**src/hw/rtl/mftc_pkg.sv**
```systemverilog
// ----------------------------------------------------------------------------
// mftc_pkg
// Shared types, codes and keyword tables for the material file token
// classifier.
// ----------------------------------------------------------------------------
package mftc_pkg;

  // Input and result transfers
  typedef struct packed {
    logic [7:0] in_byte;
    logic       end_of_stream;
  } mftc_in_t;

  typedef struct packed {
    logic [4:0] token_kind;
    logic [7:0] token_length;
    logic       last_of_run;
  } mftc_out_t;

  // Up to two results caused by one input byte
  typedef struct packed {
    logic [1:0] count;
    mftc_out_t  first;
    mftc_out_t  second;
  } mftc_res_t;

  // Length limit
  localparam int MaxTokenLength = 255;
  localparam int LenCap         = (MaxTokenLength < 255) ? MaxTokenLength : 255;

  // Result queue
  localparam int ResDepth = 4;
  localparam int ResPtrW  = $clog2(ResDepth);
  localparam int ResCntW  = $clog2(ResDepth + 1);

  // Token kinds
  localparam logic [4:0] KindUnknown = 5'd0;
  localparam logic [4:0] KindError   = 5'd1;
  localparam logic [4:0] KindEof     = 5'd2;
  localparam logic [4:0] KindIdent   = 5'd3;
  localparam logic [4:0] KindFloat   = 5'd4;
  localparam logic [4:0] KindUint    = 5'd5;
  localparam logic [4:0] KindKw0     = 5'd6;
  localparam logic [4:0] KindNameLo  = 5'd11;
  localparam logic [4:0] KindNameHi  = 5'd16;

  // Characters
  localparam logic [7:0] CharHash  = 8'h23;
  localparam logic [7:0] CharDot   = 8'h2E;
  localparam logic [7:0] CharMinus = 8'h2D;
  localparam logic [7:0] CharLf    = 8'h0A;
  localparam logic [7:0] CharSpace = 8'h20;

  // Keywords, left-justified, eight characters each
  localparam int NumKeywords = 11;
  localparam int KwMaxLen    = 8;
  localparam int KwIdxW      = $clog2(NumKeywords);

  localparam logic [KwMaxLen*8-1:0] KwText [NumKeywords] = '{
    "Ns      ", "Ka      ", "Kd      ", "Ks      ", "d       ",
    "map_Ka  ", "map_Kd  ", "map_Ks  ", 64'h6D61705F42756D70, "map_d   ", "newmtl  "
  };
  localparam logic [3:0] KwLen [NumKeywords] = '{
    4'd2, 4'd2, 4'd2, 4'd2, 4'd1, 4'd6, 4'd6, 4'd6, 4'd8, 4'd5, 4'd6
  };

  typedef enum logic [2:0] {
    PhStart, PhMinus, PhInt, PhDot, PhFrac, PhBad, PhBadDot
  } num_phase_e;

  typedef enum logic [1:0] {
    ClsOther, ClsAlpha, ClsDigit, ClsMinus
  } char_class_e;

  function automatic logic is_digit(input logic [7:0] c);
    return (c >= "0") && (c <= "9");
  endfunction

  function automatic logic is_alpha(input logic [7:0] c);
    return ((c >= "A") && (c <= "Z")) || ((c >= "a") && (c <= "z"));
  endfunction

  function automatic logic is_space(input logic [7:0] c);
    return (c == CharSpace) || ((c >= 8'd9) && (c <= 8'd13));
  endfunction

  function automatic num_phase_e next_phase(input num_phase_e ph, input logic [7:0] c);
    logic dg;
    logic dot;
    dg  = is_digit(c);
    dot = (c == CharDot);
    case (ph)
      PhStart: begin
        if (c == CharMinus) return PhMinus;
        else if (dg)        return PhInt;
        else if (dot)       return PhBadDot;
        else                return PhBad;
      end
      PhMinus: return dg ? PhInt : (dot ? PhBadDot : PhBad);
      PhInt:   return dg ? PhInt : (dot ? PhDot : PhBad);
      PhDot:   return dg ? PhFrac : PhBadDot;
      PhFrac:  return dg ? PhFrac : PhBadDot;
      PhBad:   return dot ? PhBadDot : PhBad;
      default: return PhBadDot;
    endcase
  endfunction

endpackage

```
**src/hw/rtl/mftc_lexer.sv**
```systemverilog
// ----------------------------------------------------------------------------
// mftc_lexer
// Token state, per-byte keyword and number tracking, and classification of
// the finished token. Produces up to two results for the registered byte.
// ----------------------------------------------------------------------------
module mftc_lexer import mftc_pkg::*; (
  input  logic      clk_i,
  input  logic      rst_ni,
  input  mftc_in_t  item_i,
  input  logic      adv_i,
  output mftc_res_t res_o
);

  logic                   inside_tok_q, inside_tok_d;
  logic                   comment_q,    comment_d;
  logic                   prev_name_q,  prev_name_d;
  logic [NumKeywords-1:0] cand_q,       cand_d;
  num_phase_e             phase_q,      phase_d;
  char_class_e            cls_q,        cls_d;
  logic [7:0]             chars_q,      chars_d;

  logic [7:0]             c;
  logic [NumKeywords-1:0] kw_hit;
  logic [NumKeywords-1:0] kw_match;
  logic [KwIdxW-1:0]      kw_idx;
  logic                   kw_found;
  logic                   dot_seen;
  logic [4:0]             kind;
  logic                   kind_is_name;

  assign c = item_i.in_byte;

  // Keyword bookkeeping: exact-length hits for classification, per-char match
  always_comb begin
    kw_idx   = '0;
    kw_found = 1'b0;
    for (int i = 0; i < NumKeywords; i++) begin
      kw_hit[i]   = cand_q[i] && (chars_q == {4'd0, KwLen[i]});
      kw_match[i] = (chars_q < {4'd0, KwLen[i]}) &&
                    (KwText[i][{~chars_q[2:0], 3'b000} +: 8] == c);
    end
    for (int i = NumKeywords - 1; i >= 0; i--) begin
      if (kw_hit[i]) begin
        kw_idx   = KwIdxW'(i);
        kw_found = 1'b1;
      end
    end
  end

  // Classify the pending token
  always_comb begin
    dot_seen = (phase_q == PhDot) || (phase_q == PhBadDot);
    if (prev_name_q) begin
      kind = KindIdent;
    end else if (cls_q == ClsAlpha) begin
      kind = kw_found ? (KindKw0 + 5'(kw_idx)) : KindError;
    end else if (phase_q == PhFrac) begin
      kind = KindFloat;
    end else if (dot_seen && ((cls_q == ClsMinus) || (cls_q == ClsDigit))) begin
      kind = KindError;
    end else if (cls_q == ClsDigit) begin
      kind = (phase_q == PhInt) ? KindUint : KindError;
    end else begin
      kind = KindUnknown;
    end
    kind_is_name = (kind >= KindNameLo) && (kind <= KindNameHi);
  end

  // Results and next state
  always_comb begin
    res_o        = '0;
    inside_tok_d = inside_tok_q;
    comment_d    = comment_q;
    prev_name_d  = prev_name_q;
    cand_d       = cand_q;
    phase_d      = phase_q;
    cls_d        = cls_q;
    chars_d      = chars_q;

    if (item_i.end_of_stream) begin
      // flush pending token, then end of file
      if (inside_tok_q) begin
        res_o.count  = 2'd2;
        res_o.first  = '{token_kind: kind, token_length: chars_q, last_of_run: 1'b0};
        res_o.second = '{token_kind: KindEof, token_length: 8'd0, last_of_run: 1'b1};
      end else begin
        res_o.count = 2'd1;
        res_o.first = '{token_kind: KindEof, token_length: 8'd0, last_of_run: 1'b1};
      end
      comment_d    = 1'b0;
      prev_name_d  = 1'b0;
      inside_tok_d = 1'b0;
      cand_d       = '1;
      phase_d      = PhStart;
      cls_d        = ClsOther;
      chars_d      = '0;
    end else if (comment_q) begin
      if (c == CharLf) comment_d = 1'b0;
    end else if (is_space(c)) begin
      if (inside_tok_q) begin
        res_o.count  = 2'd1;
        res_o.first  = '{token_kind: kind, token_length: chars_q, last_of_run: 1'b1};
        prev_name_d  = kind_is_name;
        inside_tok_d = 1'b0;
        cand_d       = '1;
        phase_d      = PhStart;
        cls_d        = ClsOther;
        chars_d      = '0;
      end
    end else if (!inside_tok_q && (c == CharHash)) begin
      comment_d = 1'b1;
    end else begin
      if (!inside_tok_q) begin
        inside_tok_d = 1'b1;
        if (is_alpha(c))            cls_d = ClsAlpha;
        else if (is_digit(c))       cls_d = ClsDigit;
        else if (c == CharMinus)    cls_d = ClsMinus;
        else                        cls_d = ClsOther;
      end
      cand_d  = cand_q & kw_match;
      phase_d = next_phase(phase_q, c);
      if (chars_q < 8'(LenCap)) chars_d = chars_q + 8'd1;
    end
  end

  always_ff @(posedge clk_i or negedge rst_ni) begin
    if (!rst_ni) begin
      inside_tok_q <= 1'b0;
      comment_q    <= 1'b0;
      prev_name_q  <= 1'b0;
      cand_q       <= '1;
      phase_q      <= PhStart;
      cls_q        <= ClsOther;
      chars_q      <= '0;
    end else if (adv_i) begin
      inside_tok_q <= inside_tok_d;
      comment_q    <= comment_d;
      prev_name_q  <= prev_name_d;
      cand_q       <= cand_d;
      phase_q      <= phase_d;
      cls_q        <= cls_d;
      chars_q      <= chars_d;
    end
  end

  a_tok_comment_excl: assert property (@(posedge clk_i) disable iff (!rst_ni)
    !(inside_tok_q && comment_q))
    else $error("token and comment active together");

  a_len_tracks_tok: assert property (@(posedge clk_i) disable iff (!rst_ni)
    inside_tok_q == (chars_q != 8'd0))
    else $error("length count out of step with token state");

  a_eos_clears: assert property (@(posedge clk_i) disable iff (!rst_ni)
    (adv_i && item_i.end_of_stream) |=> (!inside_tok_q && !comment_q && !prev_name_q))
    else $error("end of stream left state behind");

endmodule

```
**src/hw/rtl/mftc_res_fifo.sv**
```systemverilog
// ----------------------------------------------------------------------------
// mftc_res_fifo
// Small result queue: takes zero, one or two results per cycle and offers
// one result per transfer on the output channel.
// ----------------------------------------------------------------------------
module mftc_res_fifo import mftc_pkg::*; (
  input  logic      clk_i,
  input  logic      rst_ni,
  input  mftc_res_t res_i,
  input  logic      push_en_i,
  output logic      room_o,
  output logic      out_valid_o,
  input  logic      out_stall_i,
  output mftc_out_t out_item_o
);

  mftc_out_t          mem_q [ResDepth];
  logic [ResPtrW-1:0] wr_q, wr_d, wr_nx;
  logic [ResPtrW-1:0] rd_q, rd_d;
  logic [ResCntW-1:0] cnt_q, cnt_d;
  logic [ResCntW-1:0] free;
  logic [ResCntW-1:0] push_n;
  logic               pop;

  assign free        = ResCntW'(ResDepth) - cnt_q;
  assign push_n      = push_en_i ? ResCntW'(res_i.count) : '0;
  assign room_o      = ResCntW'(res_i.count) <= free;
  assign out_valid_o = cnt_q != '0;
  assign out_item_o  = mem_q[rd_q];
  assign pop         = out_valid_o && !out_stall_i;
  assign wr_nx       = wr_q + ResPtrW'(1);

  always_comb begin
    wr_d  = wr_q + ResPtrW'(push_n);
    rd_d  = pop ? rd_q + ResPtrW'(1) : rd_q;
    cnt_d = cnt_q + push_n - (pop ? ResCntW'(1) : '0);
  end

  always_ff @(posedge clk_i or negedge rst_ni) begin
    if (!rst_ni) begin
      wr_q  <= '0;
      rd_q  <= '0;
      cnt_q <= '0;
    end else begin
      wr_q  <= wr_d;
      rd_q  <= rd_d;
      cnt_q <= cnt_d;
    end
  end

  // Payload storage, no reset
  always_ff @(posedge clk_i) begin
    if (push_en_i && (res_i.count != 2'd0)) mem_q[wr_q] <= res_i.first;
    if (push_en_i && (res_i.count == 2'd2)) mem_q[wr_nx] <= res_i.second;
  end

  a_cnt_bound: assert property (@(posedge clk_i) disable iff (!rst_ni)
    cnt_q <= ResCntW'(ResDepth))
    else $error("result queue overfilled");

  a_push_room: assert property (@(posedge clk_i) disable iff (!rst_ni)
    push_en_i |-> room_o)
    else $error("push without room");

endmodule

```
**src/hw/rtl/material_file_token_classifier_core.sv**
```systemverilog
// ----------------------------------------------------------------------------
// material_file_token_classifier_core
// Byte-stream lexer for material text: splits tokens on whitespace, skips
// comments, and reports each token's kind and saturated length.
// ----------------------------------------------------------------------------
// Path: an accepted byte waits in the input register, then its results
//   enter the result queue, from which they are offered.
// Throughput: one byte per cycle while the 4-entry queue has room for all
//   results of the held byte; end of stream with a pending token makes
//   two results and holds the input only when the queue lacks room.
// Reset: token state, comment flag and queue are cleared; no results pending.
module material_file_token_classifier_core import mftc_pkg::*; (
  input  logic      clk_i,
  input  logic      rst_ni,
  input  logic      in_valid_i,
  output logic      in_stall_o,
  input  mftc_in_t  in_item_i,
  output logic      out_valid_o,
  input  logic      out_stall_i,
  output mftc_out_t out_item_o
);

  // Input register: holds one accepted byte until the lexer consumes it
  logic      in_vld_q, in_vld_d;
  mftc_in_t  in_q;
  logic      in_take;
  logic      consume;
  logic      room;
  mftc_res_t res;

  // Consume the held byte when the queue can take all of its results.
  // Stall only depends on registered state, never on out_stall_i.
  assign consume    = in_vld_q && room;
  assign in_stall_o = in_vld_q && !consume;
  assign in_take    = in_valid_i && !in_stall_o;

  always_comb begin
    in_vld_d = in_vld_q;
    if (in_take)      in_vld_d = 1'b1;
    else if (consume) in_vld_d = 1'b0;
  end

  always_ff @(posedge clk_i or negedge rst_ni) begin
    if (!rst_ni) begin
      in_vld_q <= 1'b0;
    end else begin
      in_vld_q <= in_vld_d;
    end
  end

  // Payload: load on every transfer
  always_ff @(posedge clk_i) begin
    if (in_take) in_q <= in_item_i;
  end

  // Lexer: advance state as the byte is consumed
  mftc_lexer u_lexer (
    .clk_i  (clk_i),
    .rst_ni (rst_ni),
    .item_i (in_q),
    .adv_i  (consume),
    .res_o  (res)
  );

  // Result queue: parts the lexer from output back-pressure
  mftc_res_fifo u_res_fifo (
    .clk_i       (clk_i),
    .rst_ni      (rst_ni),
    .res_i       (res),
    .push_en_i   (consume),
    .room_o      (room),
    .out_valid_o (out_valid_o),
    .out_stall_i (out_stall_i),
    .out_item_o  (out_item_o)
  );

endmodule
```
**config.mk**
```make
export PLATFORM = sky130hd
export DESIGN_NAME = material_file_token_classifier_core
export DESIGN_NICKNAME = d
export VERILOG_FILES = /design/src/hw/rtl/mftc_pkg.sv /design/src/hw/rtl/mftc_lexer.sv /design/src/hw/rtl/mftc_res_fifo.sv /design/src/hw/rtl/material_file_token_classifier_core.sv
export SDC_FILE = /design/constraint.sdc
export NUM_CORES = 1
export LEC_CHECK = 0
export CORE_UTILIZATION = 60
export CTS_BUF_LIST = sky130_fd_sc_hd__clkbuf_8
export CTS_CLUSTER_DIAMETER = 80
export DETAILED_ROUTE_END_ITERATION = 12
export DONT_BUFFER_PORTS = 1
export PLACE_DENSITY = 0.9
export SLEW_MARGIN = 10
export SYNTH_ARGS = -nofsm -noshare
export SYNTH_HDL_FRONTEND = slang
export SYNTH_SLANG_ARGS = --single-unit
export TNS_END_PERCENT = 10
```
**constraint.sdc**
```tcl
create_clock -name clk_i -period 3.6 [get_ports clk_i]
set_clock_uncertainty 0.15 [all_clocks]
set_input_delay 1.08 -clock clk_i [delete_from_list [all_inputs] [get_ports clk_i]]
set_output_delay 1.08 -clock clk_i [all_outputs]
set_load 0.05 [all_outputs]
```
==> summary.txt <==
Vias/cell = 6.49
top_reg_cell synth = dfxtp_1
failing checks = negative setup slack
Total GRT Usage = 30.4%
hold buffer count at cts = 0
DRT Pass-1 Iters = 6
Chip Width = 100 um
area share of the largest cell type after synthesis = 16.5%
final period utilization = 111%
Crit-path slowest cell = edfxtp_1
Final #Nets = 701
via count = 5231
Starting Density = 62.3%
type of the worst setup path = flop to output port
worst setup margin = -382 ps
num rows = 35
IO Pins = 29
Post-Route WL = 14200 um
commonest non-fill, non-tap cell in the layout = o21ai_0
max_cap viols = 0
cell mode on critical path = nand2_2
Syn Area/Cell = 8.80 um2
R2R depth = 18
largest area contributor in the netlist = dfxtp_1
mapped cell area = 5810 um2
outcome = complete, but fails checks
Num CTS Buffers = 9
number of global-route vias before repair = 5090
global-route wire length before repair = 24000 um
Yosys Warn Count = 0
CP cell instances = buf_4, nor2_1, a21o_1, nand4b_1, or2_4, nor2_4, a21oi_2, ha_4, nand2_2, o211ai_1, inv_1, nand2_2, clkinvlp_4
total power = 5150 uW
CP arrival = 2750 ps
sequential-to-total area share from yosys stat = 40.7%
clk_lat worst skew = 380 ps
Mapped Cells = 660
Final Hold Viols = 0
Netlist cell types = 70
Worst VDD drop = 707 uV
asr flop ratio synth = 35.0%
Critical Path Max Stage Delay = 430 ps
kind of end point of the critical path = output port
Post-synth EDFFs = 17
DRC errors left = 0
critical path required time = 2370 ps
Hold Path Class = input port to asynchronous set/reset pin
WL per Instance = 17.7 um
antenna viol nets, final = 0
# diodes = 0
Static Leak = 0.00244 uW
worst-path fanout max = 4
Layout area overhead = 11.7%
die area = 10100 um2
PD cells = 793 nW/um2
Slew Limit Fails = 0
Die Y = 100 um
Detailed Place HPWL = 10200 um
grt total ovfl = 0
H-tree Lvls = 3
Clk pin slew, worst setup/hold paths = 110 ps
worst relative slew slack = 46.5%
min cycle time layout = 3980 ps
CORE AREA = 9330 um2
routability cong. = 0.952
filler instances = 665
R2R Setup Slk = 110 ps
CTS tree = done
Least-Margin Pin Slew = 796 ps
Max Freq = 251 MHz
PortBufs = 0
Worst R2R End = u_res_fifo.cnt_q[2]
Crit Reg-Reg Startpoint = in_q[4]
Synth area leaders = dfxtp_1 17%, dfrtp_1 10%, edfxtp_1 8.8%, o21ai_0 7.0%, nand3_1 5.7%
initial antenna violation count = 0
Syn Nets = 689
fraction of layout cells with a size suffix above 1 = 18.3%
Iteration-0 DRC Markers = 719
largest net degree at the start of global routing = 36
Clock Tree Buf Depth = 2
Seq cells post-synth = 100
setup violators final = 1
worst hold slack = 229 ps
Root Buffer = clkbuf_8
critical path launch point type = flop
commonest non-fill, non-tap cells in the layout = 81 x o21ai_0, 65 x nand3_1, 53 x nand2_1
RSZ-0062 raised after global routing = true
CTS sink cnt = 100
cells by family after synthesis:
group	after synthesis	share of synthesized area [%]
flops	100	40.7
xor+xnor	26	3.92
buf+inv	75	5.37
compound gates	187	19.5
fa+ha+maj	16	3.58
simple gates	237	20.7
mux	19	6.33
power breakdown:
part / internal, uW / switching [uW]
sequential: 1470 / 286
clock: 275 / 436
combinational: 1080 / 1600
total: 2830 / 2320
registers in the layout, indices dropped and copies added (netlist names):
signal / count
u_res_fifo.mem_q: 56
u_lexer.cand_q: 11
in_q: 9
u_lexer.chars_q: 8
u_lexer.phase_q: 3
u_res_fifo.cnt_q: 3
u_lexer.cls_q: 2
u_res_fifo.rd_q: 2
u_res_fifo.wr_q: 2
in_vld_q: 1
u_lexer.comment_q: 1
u_lexer.inside_tok_q: 1
u_lexer.prev_name_q: 1
timing repair:
action | in CTS | in global routing
cloned | 0 | 1
buffers inserted | 3 | 5
gates resized for setup | 5 | 11
pin swaps | 8 | 8
endpoints found under the setup margin | 1 | 58
cell usage after synthesis (all sizes together) (9+ instances only):
cell and number:
o21ai 97, nand3 66, nand2 56, dfxtp 48
clkbuf 36, a21oi 30, nor2 28, inv 26
dfrtp 24, nor3 18, xnor2 18, edfxtp 17
ha 15, mux4 14, buf 13, nor2b 12
dfstp 11, nand2b 11, or3 11, o211ai 9
worst max-delay path, delay by kind of cell (launching register included):
kind	cells	cell delay, ps
AO/OA/AOI/OAI	3	330
flip-flops	1	430
adder cells (fa/ha/maj)	1	280
AND/OR/NAND/NOR	6	840
buffers and inverters	3	500
area by class of cell:
cell class	instances	area (um2)	area share [%]
clock inverter	7	73.8	1.14
timing repair buffer	49	397	6.11
clock buffer	9	124	1.91
sequential	100	2360	36.4
inverter	26	101	1.56
tap	129	161	2.49
multi-input combinational	486	3270	50.4
worst max path at each step:
stage,slack (ps),to,depth (start not counted),from
final,-380,in_stall_o,13,in_q[4]
after detailed placement,-50,in_stall_o,12,in_q[8]
after global placement,30,in_stall_o,12,in_q[8]
after floorplan,-4,in_stall_o,13,in_q[2]
after CTS,-330,in_stall_o,12,in_q[7]
after global routing,-560,in_stall_o,13,in_q[4]
metal layers:
metal / share of wire (%) / track usage (%) / wire, um
met4: 2.6 / 12.7 / 376
met2: 50 / 50.1 / 7150
met1: 40 / 39.7 / 5680
met3: 7.3 / 5.08 / 1050
met5: 0 / 0 / 0
per-stage QoR:
step	instances	worst slack [ps]	utilization, %	TNS (ps)	instance area, um2
after global routing	806	-559	69.6	-700	6490
after global placement	781	29.2	65.9	0	6150
after floorplan	660	-3.88	-	-3.88	5870
after CTS	800	-329	68.6	-329	6400
after detailed placement	781	-55.0	65.9	-55.0	6150
final	806	-382	69.6	-382	6490
(Power assumes the default switching activity.)
